--- src/rtl/frame_offset_sse_search_top_assert.svh ---
// Assertion macros shared by the frame offset search RTL.
// Needs a clk and an active-low rst_n in the scope where a macro is used.
`ifndef FRAME_OFFSET_SSE_SEARCH_TOP_ASSERT_SVH
`define FRAME_OFFSET_SSE_SEARCH_TOP_ASSERT_SVH

// Checked at every rising edge outside reset.
`define FOSS_ASSERT(lbl, prop) \
  lbl: assert property (@(posedge clk) disable iff (!rst_n) prop) \
    else $error("foss: assertion failed");

// Same, with a message of the caller's choosing.
`define FOSS_ASSERT_MSG(lbl, prop, msg) \
  lbl: assert property (@(posedge clk) disable iff (!rst_n) prop) \
    else $error(msg);

`endif

--- src/rtl/foss_pkg.sv ---
// Types and constants of the frame offset search block.
// No dependencies; used by every module under rtl.
`timescale 1ns / 1ps

package foss_pkg;

  localparam int SUM_BITS   = 38;   // width of one error sum
  localparam int DIM_BITS   = 12;   // frame_width / frame_height registers
  localparam int CROP_BITS  = 7;
  localparam int ROW_BITS   = 11;
  localparam int MAX_HEIGHT = 2048;
  localparam int NTAP       = 3;    // shifts per axis
  localparam int IDX_BITS   = 2;

  localparam int OUT_DEPTH  = 8;    // result queue entries
  localparam int PTR_BITS   = $clog2(OUT_DEPTH);
  localparam int PEND_BITS  = $clog2(OUT_DEPTH + 1);

  localparam int ADDR_BITS  = 4;
  localparam int DATA_BITS  = 32;

  localparam logic [1:0] REG_FRAME_WIDTH  = 2'd0;
  localparam logic [1:0] REG_FRAME_HEIGHT = 2'd1;
  localparam logic [1:0] REG_BORDER_CROP  = 2'd2;

  localparam logic [DIM_BITS-1:0]  RST_FRAME_WIDTH  = 12'd1920;
  localparam logic [DIM_BITS-1:0]  RST_FRAME_HEIGHT = 12'd1080;
  localparam logic [CROP_BITS-1:0] RST_BORDER_CROP  = 7'd8;

  // Pipeline control for one beat.
  typedef struct packed {
    logic vld;
    logic acc;  // centre inside the cropped area
    logic fe;   // last pixel of the frame
  } stage_ctrl_t;

  // Least sum of one cell and the dy index that gave it.
  typedef struct packed {
    logic [SUM_BITS-1:0] sum;
    logic [IDX_BITS-1:0] idx;
  } cell_best_t;

  typedef struct packed {
    logic signed [1:0]   best_dx;
    logic signed [1:0]   best_dy;
    logic [SUM_BITS-1:0] least_error;
  } result_t;

  // Tap index 0..2 to shift -1..1.
  function automatic logic signed [1:0] idx_to_shift(input logic [IDX_BITS-1:0] idx);
    logic signed [1:0] s;
    case (idx)
      2'd0:    s = -2'sd1;
      2'd1:    s = 2'sd0;
      2'd2:    s = 2'sd1;
      default: s = 2'sd0;
    endcase
    return s;
  endfunction

endpackage

--- src/rtl/foss_cell.sv ---
// One window column (one dx): three pixels, three squared-error sums, argmin over dy.
// Column passes to the left neighbour each beat. Uses foss_pkg.
`timescale 1ns / 1ps

module foss_cell #(
  parameter int PIXEL_BITS = 8
) (
  input  logic                                       clk,
  input  logic                                       rst_n,
  input  logic                                       shift_en,
  input  logic [PIXEL_BITS-1:0]                      center,
  input  logic [foss_pkg::NTAP-1:0][PIXEL_BITS-1:0]  col_in,
  output logic [foss_pkg::NTAP-1:0][PIXEL_BITS-1:0]  col_out,
  input  foss_pkg::stage_ctrl_t                      s2,
  input  logic                                       s3_vld,
  output foss_pkg::cell_best_t                       best
);

  localparam int SQ_BITS = 2 * PIXEL_BITS;
  localparam int NT      = foss_pkg::NTAP;
  localparam int SB      = foss_pkg::SUM_BITS;

  logic [NT-1:0][PIXEL_BITS-1:0] col_r;
  logic [NT-1:0][SQ_BITS-1:0]    sq_r, sq_nxt;
  logic [NT-1:0][SB-1:0]         sum_r, sum_nxt, snap_r;

  logic signed [PIXEL_BITS:0]     diff [NT];
  logic signed [2*PIXEL_BITS+1:0] prod [NT];
  logic [SB:0]                    acc_ext [NT];

  foss_pkg::cell_best_t best_r, best_nxt;

  always_comb begin
    for (int k = 0; k < NT; k++) begin
      diff[k]    = $signed({1'b0, center}) - $signed({1'b0, col_in[k]});
      prod[k]    = diff[k] * diff[k];
      sq_nxt[k]  = prod[k][SQ_BITS-1:0];
      acc_ext[k] = {1'b0, sum_r[k]} + (SB + 1)'(sq_r[k]);
      if (s2.acc) begin
        sum_nxt[k] = acc_ext[k][SB] ? {SB{1'b1}} : acc_ext[k][SB-1:0];
      end else begin
        sum_nxt[k] = sum_r[k];
      end
    end
  end

  // earliest dy wins a tie
  always_comb begin
    best_nxt.sum = snap_r[0];
    best_nxt.idx = 2'd0;
    if (snap_r[1] < best_nxt.sum) begin
      best_nxt.sum = snap_r[1];
      best_nxt.idx = 2'd1;
    end
    if (snap_r[2] < best_nxt.sum) begin
      best_nxt.sum = snap_r[2];
      best_nxt.idx = 2'd2;
    end
  end

  always_ff @(posedge clk) begin
    if (!rst_n) begin
      col_r <= '0;
      sum_r <= '0;
    end else begin
      if (shift_en) col_r <= col_in;
      if (s2.vld)   sum_r <= s2.fe ? '0 : sum_nxt;
    end
  end

  always_ff @(posedge clk) begin
    if (shift_en)          sq_r   <= sq_nxt;
    if (s2.vld && s2.fe)   snap_r <= sum_nxt;
    if (s3_vld)            best_r <= best_nxt;
  end

  assign col_out = col_r;
  assign best    = best_r;

endmodule

--- config.mk ---
export PLATFORM = sky130hd
export DESIGN_NAME = foss_cell
export DESIGN_NICKNAME = d
export VERILOG_FILES = /design/src/rtl/frame_offset_sse_search_top_assert.svh /design/src/rtl/foss_pkg.sv /design/src/rtl/foss_cell.sv
export SDC_FILE = /design/constraint.sdc
export NUM_CORES = 1
export LEC_CHECK = 0
export BUFFER_PORTS_ARGS = -buffer_cell sky130_fd_sc_hd__clkbuf_2
export CAP_MARGIN = 5
export CORE_UTILIZATION = 35
export DETAILED_ROUTE_END_ITERATION = 10
export REMOVE_ABC_BUFFERS = 1
export SLEW_MARGIN = 10
export SYNTH_ARGS = -nofsm -noshare
export SYNTH_HDL_FRONTEND = slang
export SYNTH_SLANG_ARGS = --single-unit
--- constraint.sdc ---
create_clock -name clk -period 8.2 [get_ports clk]
set_input_delay 1.23 -clock clk [delete_from_list [all_inputs] [get_ports clk]]
set_output_delay 1.23 -clock clk [all_outputs]
set_load 0.02 [all_outputs]
### Yosys cells after proc, flatten, opt, wreduce, memory -nomap -nowiden

Cells that the tools add are included.

| operators by class | value |
|---|---|
| add/subtract/negate cells | 6 |
| multipliers | 3 |
| $lt $le $gt $ge | 2 |
| multiplexer cells | 9 |
| reduce and logical (&&, ||, !) cells | 1 |

Operator list:

| operator | number |
|---|---|
| $mux 38 | 6 |
| $add 38x16->39 | 3 |
| $mux 114 | 1 |
| $mux 40 | 2 |
| $lt 38x38->1 | 2 |
| $mul 9x9->16 | 3 |
| $sub 8x8->9 | 3 |
| $logic_and 1x1->1 | 1 |

| word-level totals | value |
|---|---|
| register bits | 340 |
| bits of input ports | 39 |
| output and inout bits | 64 |
| logic and storage cells | 35 |

### Longest topological paths before layout

| logic depth | value |
|---|---|
| depth after elaboration | 4 |
| gate-level depth with buffers | 32 |
| gate-level depth less buffers | 32 |

### Worst setup path before layout

Ideal clock, no wire load.

| path | value |
|---|---|
| path type | input port to flip-flop |
| start | input port col_in[1] (netlist bit) |
| end | register sq_r[15] (netlist bit), data pin |
| setup time | 261 ps |
| arrival time | 7,113 ps |
| data required time | 7,939 ps |
| setup slack | 825 ps |
| stages | 29 |
| path buffers | 0 |
| cell sequence | inv_1 ha_1 nor2b_1 o21ai_0 nand2b_1 a21o_1 a21o_1 a21o_1 a21o_1 xnor2_1 nor2_1 fa_1 inv_1 fa_1 inv_1 fa_1 fa_1 inv_1 fa_1 inv_1 ha_1 inv_1 o21ai_0 a21oi_1 o21bai_1 a21o_1 a21oi_1 o21ai_0 xnor2_1 |

RTL lines:

| what | line | RTL |
|---|---|---|
| start, declared | foss_cell.sv:12 | `input logic [foss_pkg::NTAP-1:0][PIXEL_BITS-1:0] col_in,` |
| end signal, assigned | foss_cell.sv:72 | `if (shift_en) sq_r <= sq_nxt;` |
| end, declared | foss_cell.sv:24 | `logic [NT-1:0][SQ_BITS-1:0] sq_r, sq_nxt;` |

==> flow_summary.toml <==
[outcome]
status = "finished clean"

[worst_setup_path]
max_stage_delay_ns = 0.59
cp_max_fo = 6
critPathCaptureType = "flip-flop"
cp_slowest_cell = "fa_1"
critPathKind = "primary input to flip-flop"
cpMostUsedCell = "inv_1"
critPathArrivalTime_ns = 7.62
worst_ep_required_time_ns = 8.52
cp-start-kind = "primary input"

[logic_synthesis]
synth_top_family_by_area = "adder cells"
synth_xor_area_share_pct = 4.94
synth.distinct_cells = 67
synth_top_area_cell = "edfxtp_1"
synth_area_leaders = "edfxtp_1, ha_1, fa_1, dfxtp_1, inv_1"
ys_async_sr_fraction_pct = 0
synth_common_cells = "inv_1, ha_1, nor2_1"
synth_edf_count = 199
yosys.area_share.simple_pct = 11.6
yosysWarnings = 0
muxShareOfSynthArea_pct = 4.44
synthAdderAreaFrac_pct = 24.3
synth.cell_area_um2 = 25700
syn_avg_cell_area_um2 = 9.76
synth_ff_type = "edfxtp_1"
yosysMostFrequentCell = "inv_1"
yosysSeqAreaShare_pct = 34.0
synth-compound-area-share_pct = 14.1
synth_top_area_share_pct = 23.3
synth_cells = 2631
synth_seq_cells = 337

[timing]
hold_viol_final = 0
whs_ns = 0.481
tns_ns = 0
fin_crit_sh_pct = 88.9
finalCriticalPeriod_ns = 7.29
fin_ws_ns = 0.906
skew_ns = 0.0502
fmax_mhz = 137
worst_pin_slew_ns = 1.15
relSlewSlack_pct = 23.5
setup_viol = 0
slew_viol_final = 0
rsz0062_at_grt = "no"

[floorplanning]
die_y_um = 273
core_region_area_um2 = 72100
rows = 98
dieArea_um2 = 74500
initial_core_util_pct = 35.6
io-pin-count = 103
dieWidth_um = 273

[clock_network]
clk_root_buffer_cell = "clkbuf_16"
cts_resized = 0
numCtsBuffers = 41
numClockSinks = 337
cts_hold_buf = 0
clkLatencyLatePin_ns = 0.61
cts_htree_levels = 2
cts_tree = "built"
clock_path_buffers = 3
clk_pin_slew_ns = 0.06
cts_setup_buffers = 0

[grt]
track_usage_pct = 16.1
antenna_found_initial = 1
grt_pass1_wl_um = 96400
grt_pass1_vias = 18000
overflow = 0
grt_max_degree = 76

[power_and_ir_drop]
ir_drop_uv = 468
p_leak_nw = 13.3
power.density_nw_per_um2 = 460
p_total_mw = 13.2

[placed_design]
dpl_worst_slack_ns = 0.246
io_buffers = 102
dp_hpwl_um = 45700
routabilityCongestion = 0.845

[finish]
fin_nets = 3158
num_antenna_cells = 0
drive_gt1_share_pct = 8.56
syn_to_final_growth_pct = 12.0

[routing]
ant_nets = 0
drc_errors = 0
num_vias = 18500
viasPerCell = 5.01
drtPass1Iterations = 6
drtIter0Drc = 1020
drt-total-wl_um = 59500
avgRoutedWirePerCell_um = 16.1

[flow_run]
drv_cap = 0

[hold_path]
min_path_type = "flip-flop to flip-flop"
==> placed cells by master, fill, tap and decap left out, types with 46 or more instances in the layout <==
master      n
ha_1      254
and3_1     46
fa_1      153
a21oi_1   167
clkbuf_2  100
xnor2_1   102
dfxtp_1   138
edfxtp_1  199
nor2_1    203
a21o_1     57
inv_1     350
nand2_1   177
o21ai_0    77
mux2i_1   105
==> stage by stage <==
step	utilization, %	cell area (µm²)	cells
floorplan	-	25300	2540
global placement	37.8	27200	3619
detailed placement	37.8	27200	3619
CTS	39.9	28800	3695
global route	39.9	28800	3695
finish	39.9	28800	3695
==> state kept, by name (all words and copies together), names as in the netlist <==
| register | cells |
|---|---|
| snap_r | 114 |
| sum_r | 114 |
| sq_r | 45 |
| best | 40 |
| col_out | 24 |
==> critical path, delay by kind of cell <==
family                   cells  cell delay, ns
adder cells (fa/ha/maj)      8            3.31
AO/OA/AOI/OAI                9            1.35
buffers and inverters        7            0.63
AND/OR/NAND/NOR              5            0.63
XOR/XNOR                     2            0.45
==> path summary, 6_finish.rpt <==
path | start | slack [ns] | depth (start not counted) | endpoint
worst max-delay path | center[0] | 0.91 | 31 | sq_r[47]
worst min-delay path | sum_r[45] | 0.48 | 2 | sum_r[45]
worst max register to register | snap_r[42] | 1.62 | 19 | best[21]
worst min register to register | sum_r[45] | 0.48 | 2 | sum_r[45]
==> cell families after synthesis <==
family	after synthesis
compound gates	547
fa+ha+maj	407
mux	113
flops	337
buf+inv	444
simple gates	638
xor+xnor	145
==> metal layers <==
| metal | track usage [%] | part of all wire [%] | wire length, µm | vias to the layer above |
|---|---|---|---|---|
| li1 | - | - | - | 9301 |
| met1 | 22.0 | 48 | 28200 | 8818 |
| met2 | 26.9 | 47 | 27800 | 322 |
| met3 | 1.98 | 3.7 | 2210 | 64 |
| met4 | 4.14 | 2.1 | 1220 | 0 |
| met5 | 0 | 0 | 0 | - |
==> layout make-up <==
| class | count | area, µm² |
|---|---|---|
| clock buffers | 52 | 1080 |
| clock inverters | 24 | 444 |
| fillers | 7122 | 43300 |
| inverters | 353 | 1330 |
| multi-input cells | 1850 | 15300 |
| flip-flops and latches | 337 | 8740 |
| well taps | 950 | 1190 |
| repair buffers | 129 | 716 |
==> where the power goes <==
part	internal [mW]	leakage, nW	switching, mW	total (mW)
clock network	1.24	0.733	0.787	2.03
registers	2.54	2.95	0.121	2.66
logic	3.96	9.57	4.59	8.55
No activity file was read; power rests on OpenSTA's default activity.
