$ cat config.mk
export PLATFORM = sky130hd
export DESIGN_NAME = foss_out_fifo
export DESIGN_NICKNAME = d
export VERILOG_FILES = /design/src/rtl/foss_pkg.sv /design/src/rtl/foss_out_fifo.sv
export VERILOG_INCLUDE_DIRS = /design/src /design/src/rtl
export SDC_FILE = /design/constraint.sdc
export NUM_CORES = 1
export LEC_CHECK = 0
export CAP_MARGIN = 10
export CORE_MARGIN = 5
export CORE_UTILIZATION = 45
export CTS_CLUSTER_SIZE = 30
export DETAILED_ROUTE_END_ITERATION = 6
export DONT_BUFFER_PORTS = 1
export RECOVER_POWER = 100
export SYNTH_ARGS = -nofsm -noshare
export SYNTH_HDL_FRONTEND = slang
export SYNTH_SLANG_ARGS = --single-unit
$ cat constraint.sdc
create_clock -name clk -period 4.7 [get_ports clk]
set_input_delay 0 -clock clk [delete_from_list [all_inputs] [get_ports clk]]
set_output_delay 0 -clock clk [all_outputs]
set_load 0.05 [all_outputs]
$ cat src/rtl/frame_offset_sse_search_top_assert.svh
// Assertion macros shared by the frame offset search RTL.
// Needs a clk and an active-low rst_n in the scope where a macro is used.
`ifndef FRAME_OFFSET_SSE_SEARCH_TOP_ASSERT_SVH
`define FRAME_OFFSET_SSE_SEARCH_TOP_ASSERT_SVH

// Checked at every rising edge outside reset.
`define FOSS_ASSERT(lbl, prop) \
  lbl: assert property (@(posedge clk) disable iff (!rst_n) prop) \
    else $error("foss: assertion failed");

// Same, with a message of the caller's choosing.
`define FOSS_ASSERT_MSG(lbl, prop, msg) \
  lbl: assert property (@(posedge clk) disable iff (!rst_n) prop) \
    else $error(msg);

`endif

$ cat src/rtl/foss_pkg.sv
// Types and constants of the frame offset search block.
// No dependencies; used by every module under rtl.
`timescale 1ns / 1ps

package foss_pkg;

  localparam int SUM_BITS   = 38;   // width of one error sum
  localparam int DIM_BITS   = 12;   // frame_width / frame_height registers
  localparam int CROP_BITS  = 7;
  localparam int ROW_BITS   = 11;
  localparam int MAX_HEIGHT = 2048;
  localparam int NTAP       = 3;    // shifts per axis
  localparam int IDX_BITS   = 2;

  localparam int OUT_DEPTH  = 8;    // result queue entries
  localparam int PTR_BITS   = $clog2(OUT_DEPTH);
  localparam int PEND_BITS  = $clog2(OUT_DEPTH + 1);

  localparam int ADDR_BITS  = 4;
  localparam int DATA_BITS  = 32;

  localparam logic [1:0] REG_FRAME_WIDTH  = 2'd0;
  localparam logic [1:0] REG_FRAME_HEIGHT = 2'd1;
  localparam logic [1:0] REG_BORDER_CROP  = 2'd2;

  localparam logic [DIM_BITS-1:0]  RST_FRAME_WIDTH  = 12'd1920;
  localparam logic [DIM_BITS-1:0]  RST_FRAME_HEIGHT = 12'd1080;
  localparam logic [CROP_BITS-1:0] RST_BORDER_CROP  = 7'd8;

  // Pipeline control for one beat.
  typedef struct packed {
    logic vld;
    logic acc;  // centre inside the cropped area
    logic fe;   // last pixel of the frame
  } stage_ctrl_t;

  // Least sum of one cell and the dy index that gave it.
  typedef struct packed {
    logic [SUM_BITS-1:0] sum;
    logic [IDX_BITS-1:0] idx;
  } cell_best_t;

  typedef struct packed {
    logic signed [1:0]   best_dx;
    logic signed [1:0]   best_dy;
    logic [SUM_BITS-1:0] least_error;
  } result_t;

  // Tap index 0..2 to shift -1..1.
  function automatic logic signed [1:0] idx_to_shift(input logic [IDX_BITS-1:0] idx);
    logic signed [1:0] s;
    case (idx)
      2'd0:    s = -2'sd1;
      2'd1:    s = 2'sd0;
      2'd2:    s = 2'sd1;
      default: s = 2'sd0;
    endcase
    return s;
  endfunction

endpackage

$ cat src/rtl/foss_out_fifo.sv
// Result queue between the search pipeline and the out channel.
// Register array, OUT_DEPTH entries. Uses foss_pkg and the assertion header.
`timescale 1ns / 1ps

`include "frame_offset_sse_search_top_assert.svh"

module foss_out_fifo (
  input  logic              clk,
  input  logic              rst_n,
  input  logic              push,
  input  foss_pkg::result_t push_data,
  output logic              out_valid,
  input  logic              out_ready,
  output foss_pkg::result_t head
);

  foss_pkg::result_t                  fifo_r [foss_pkg::OUT_DEPTH];
  logic [foss_pkg::PTR_BITS-1:0]      wr_ptr_r, rd_ptr_r;
  logic [foss_pkg::PEND_BITS-1:0]     cnt_r, cnt_nxt;
  logic                               pop;

  assign out_valid = (cnt_r != '0);
  assign pop       = out_valid && out_ready;
  assign head      = fifo_r[rd_ptr_r];

  always_comb begin
    cnt_nxt = cnt_r;
    if (push && !pop) cnt_nxt = cnt_r + 1'b1;
    if (!push && pop) cnt_nxt = cnt_r - 1'b1;
  end

  always_ff @(posedge clk) begin
    if (!rst_n) begin
      wr_ptr_r <= '0;
      rd_ptr_r <= '0;
      cnt_r    <= '0;
    end else begin
      if (push) wr_ptr_r <= wr_ptr_r + 1'b1;
      if (pop)  rd_ptr_r <= rd_ptr_r + 1'b1;
      cnt_r <= cnt_nxt;
    end
  end

  always_ff @(posedge clk) begin
    if (push) fifo_r[wr_ptr_r] <= push_data;
  end

  `FOSS_ASSERT_MSG(a_no_push_full, push |-> (cnt_r != foss_pkg::PEND_BITS'(foss_pkg::OUT_DEPTH)), "foss: result queue overrun")
  `FOSS_ASSERT(a_cnt_bound, cnt_r <= foss_pkg::PEND_BITS'(foss_pkg::OUT_DEPTH))
  `FOSS_ASSERT(a_head_stable, (out_valid && !out_ready) |=> (out_valid && $stable(head)))

endmodule

# Word-level counts from Yosys, hierarchy flattened
# Memory sizes are Yosys's and may differ from the RTL's. A register that Yosys moved wholly into a read port is not among the register bits.
# Index checks and enable logic that the tools add are counted.
classes:
  addsub: 4
  multipliers: 0
  n_div: 0
  magnitude_cmp: 0
  n_eq_ne: 0
  shifts: 0
  n_mux: 6
  bitwise: 0
  n_reduce_logical: 7
ops:
  columns: ["cell", "n"]
  rows:
  - ["$mux 4", 2]
  - ["$add 3x1->3 const B", 2]
  - ["$mux 3", 2]
  - ["$add 4x1->4 const B", 1]
  - ["$reduce_bool 4->1", 1]
  - ["$sub 4x1->4 const B", 1]
  - ["$logic_and 1x1->1", 3]
  - ["$logic_not 1->1", 2]
  - ["$mux 1", 2]
  - ["$reduce_bool 2->1", 1]
totals:
  register_bits: 10
  latchBits: 0
  ramBits: 336
  mem_bits_ro: 0
  inputBits: 46
  out_inout_bits: 43
  word_cells: 21
  mem_count: 1
memory_table:
  columns: ["memory", "words", "width", "rd", "rd_clocked_by_memory_dff", "wr", "line_no", "rtl"]
  rows:
  - ["fifo_r", 8, 42, 1, 1, 1, "foss_out_fifo.sv:17", "foss_pkg::result_t fifo_r [foss_pkg::OUT_DEPTH];"]

# Depth between registers and ports, before layout
logic_depth:
  depth_word: 6
  mapped_depth: 10

# Least setup slack after synthesis
# OpenSTA, ideal clock, no wires.
synth_path:
  kind: "register -> register"
  from: "register wr_ptr_r[2] in the netlist's numbering"
  to: "memory fifo_r[0][0] in the netlist's numbering (enable)"
  t_arrival_ns: 3.372
  path_slack_ns: 0.834
  path_stages_with_launch: 3
  n_path_buf: 0
  period_less_slack_ns: 3.866
  path_cell_list: "dfxtp_1 nand2b_1 nor3_1"
synth_lines:
  columns: ["item", "line_no", "rtl"]
  rows:
  - ["from (decl)", "foss_out_fifo.sv:18", "logic [foss_pkg::PTR_BITS-1:0] wr_ptr_r, rd_ptr_r;"]
  - ["from (signal assigned)", "foss_out_fifo.sv:38", "if (push) wr_ptr_r <= wr_ptr_r + 1'b1;"]
  - ["to (decl)", "foss_out_fifo.sv:17", null]
# Straight into the memory's write port.

# Worst setup path in the final report
layout_path:
  from: "register wr_ptr_r[0] in the netlist's numbering"
  to: "memory fifo_r[7][20] in the netlist's numbering (enable)"
# Straight into the memory's write port.

==> run_results.csv <==
group,metric,value,unit
synthesis,syn_area,13360,um2
floorplan,pin_count,89,
layout,layout-drive-gt1-share,20.21,%
worst_setup_path,r2r_cells,3,
status,violations,"max-capacitance violations, max-slew violations",
floorplan,die-area,33240,um2
timing,slew_viol_final,163,
place,place_hpwl,13.93,mm
power_and_ir_drop,vdd.ir_drop.worst,0.3415,mV
synthesis,ys_seq_area_share,77.45,%
drt,antenna_left,0,
layout,fillCellCount,2284,
floorplan,fp.dieW,182.3,um
worst_setup_path,crit_path_start_kind,"flop",
grt,grt_pass1_vias,6359,
clock_tree,ctsResizeCount,0,
power_and_ir_drop,p_leak,4.834,nW
timing,period_share,76.63,%
synthesis,synth_warnings,0,
flow_run,cap_violations,6,
timing,setup_tns,0,ns
drt,drc,0,
drt,drt-vias-per-instance,5.435,
layout,multi_input_area,2834,um2
drt,drt_iter0_drc,428,
drt,dr_total_vias,5712,
clock_tree,cts.sinks,349,
layout,nNetsFinal,682,
place,place_congestion,0.7503,
layout,final_common_cell,"edfxtp_1",
grt,grt_pass1_wl,38.70,mm
clock_tree,clk_pin_slew_worst_paths,0.06,ns
synthesis,ys_ff_latch,349,
timing,setup_viol,0,
floorplan,initial_core_util,45.33,%
grt,grt_antenna_before_repair,3,
timing,skew,0.01226,ns
grt,grt_usage,15.36,%
timing,hold_viol,0,
timing,hold_slack,0.1585,ns
timing,fmax,277.7,MHz
drt,dr.pass1.iters,4,
layout,regArea,10360,um2
clock_tree,numCtsBuffers,38,
grt,grt_overflow,0,
timing,fin_crit,3.601,ns
drt,routed_wl,25.13,mm
hold_path,hold_path_class,"input port to flop",
layout,post-route-util,52.59,%
clock_tree,ctsLongestPathBuffers,3,
power_and_ir_drop,finalPower,8.128,mW
floorplan,die_height,182.3,um
worst_setup_path,cp.arrival,3.74,ns
worst_setup_path,critPathRequiredTime,4.83,ns
clock_tree,cts-root-buf,"clkbuf_16",
power_and_ir_drop,power_density,524.2,nW/um2
clock_tree,clk_latency,0.51,ns
place,port_buffers,0,
timing,worst_slew_pin_slew,2.388,ns
clock_tree,htreeDepth,2,
worst_setup_path,worstPathMaxFanout,22,
drt,wl_per_cell,23.91,um
floorplan,coreArea,29480,um2
layout,syn2layout_area_growth,16.03,%
grt,grt_max_degree,60,
worst_setup_path,end_kind,"flop",
timing,slew_headroom,-59.78,%
layout,layout_common_cells,"edfxtp_1, mux4_2, dlygate4sd3_1",
floorplan,rows,63,
synthesis,syn_avg_cell_area,23.99,um2
timing,rsz0062_at_grt,"false",
clock_tree,cts_tree,"yes",
status,status,"complete, but fails checks",
worst_setup_path,path_class,"flop to flop",
hold_path,whs_path_depth,4,
synthesis,netlist_instances,557,
synthesis,synth_nets,608,
synthesis,synth_cell_types,31,
-- power by group --
part / internal [mW] / switching [mW] / total [mW] / leakage [nW]
Combinational: 0.565 / 0.909 / 1.47 / 1.06
Clock: 1.86 / 1.12 / 2.97 / 0.615
Sequential: 3.52 / 0.162 / 3.68 / 3.16
Total: 5.94 / 2.19 / 8.13 / 4.83
-- synth_stat cells --
library cell  instances  share of area (%)
mux4_2               66                 11
nand3_1               2              0.075
nor2_1                6               0.17
a21boi_0              1              0.056
a21oi_1               1              0.037
buf_12                4               0.60
nand2b_1              4               0.19
edfxtp_1            336                 76
buf_6                 3               0.25
a21boi_1              1              0.056
mux4_1               18                3.5
nand2_1               7               0.20
xor2_1                3               0.20
nor2b_1               2              0.094
mux2_2               43                3.6
nor3_1                3               0.11
dfxtp_1              13                1.9
or3_1                 1              0.047
xnor2_1               4               0.26
nor4b_1               1              0.066
buf_2                 7               0.26
a41oi_1               1              0.066
or4_4                 1              0.084
o41ai_1               1              0.066
clkbuf_1              8               0.22
and2_1                6               0.28
ha_1                  5               0.47
inv_1                 2              0.056
mux2i_1               3               0.22
buf_1                 3              0.084
o21ai_0               1              0.037
-- area by class of cell --
class / instances / area share [%]
sequential: 349 / 66.79
multi-input combinational: 181 / 18.28
clock buffer: 49 / 6.536
timing repair buffer: 59 / 3.478
tap: 390 / 3.147
clock inverter: 18 / 1.670
inverter: 2 / 0.04842
antenna: 3 / 0.04842
-- state kept, by name, summed over array words and instances (netlist names), named ones only --
name and cells:
fifo_r 336, cnt_r 4, wr_ptr_r 3, rd_ptr_r 3
-- cells by family after synthesis --
| logic type | Yosys count | synth area share (%) |
|---|---|---|
| AND/OR/NAND/NOR | 33 | 1.311 |
| flip-flops | 349 | 77.45 |
| multiplexers | 130 | 18.51 |
| XOR/XNOR | 7 | 0.4588 |
| buffers and inverters | 27 | 1.479 |
| AO/OA/AOI/OAI | 6 | 0.3183 |
| adder cells (fa/ha/maj) | 5 | 0.4682 |
-- worst paths after layout --
path	slack [ns]	to	from
max	1.10	fifo_r[7][20]	wr_ptr_r[0]
min	0.16	cnt_r[2]	push
max reg2reg	1.10	fifo_r[7][20]	wr_ptr_r[0]
min reg2reg	0.48	cnt_r[3]	cnt_r[3]
-- metal layers --
metal / GRT usage (%) / vias to the layer above / wire [um]
li1: - / 2524 / -
met1: 20.38 / 3020 / 10420
met2: 26.20 / 134 / 13000
met3: 3.767 / 32 / 1359
met4: 3.122 / 2 / 343
met5: 0 / - / 11
-- worst max-delay path, cell delays in order (launching register included) --
cell and delay, ns:
dfxtp_1 0.45, nand2_1 0.16, nor2_1 1.77, clkbuf_2 0.83
-- metrics by stage --
stage / cells / cell area, um2 / setup slack (ns)
detailed placement: 935 / 13830 / 1.862
global route: 1049 / 15500 / 0.8616
CTS: 1048 / 15570 / 1.703
finish: 1051 / 15500 / 1.099
floorplan: 557 / 13360 / 0.8345
global placement: 935 / 13830 / 2.083
-- what timing repair did --
item	CTS	global route
hold buffers	46	0
endpoints found under the hold margin	349	0
buffers inserted	0	0
No activity file was read; power rests on OpenSTA's default activity.
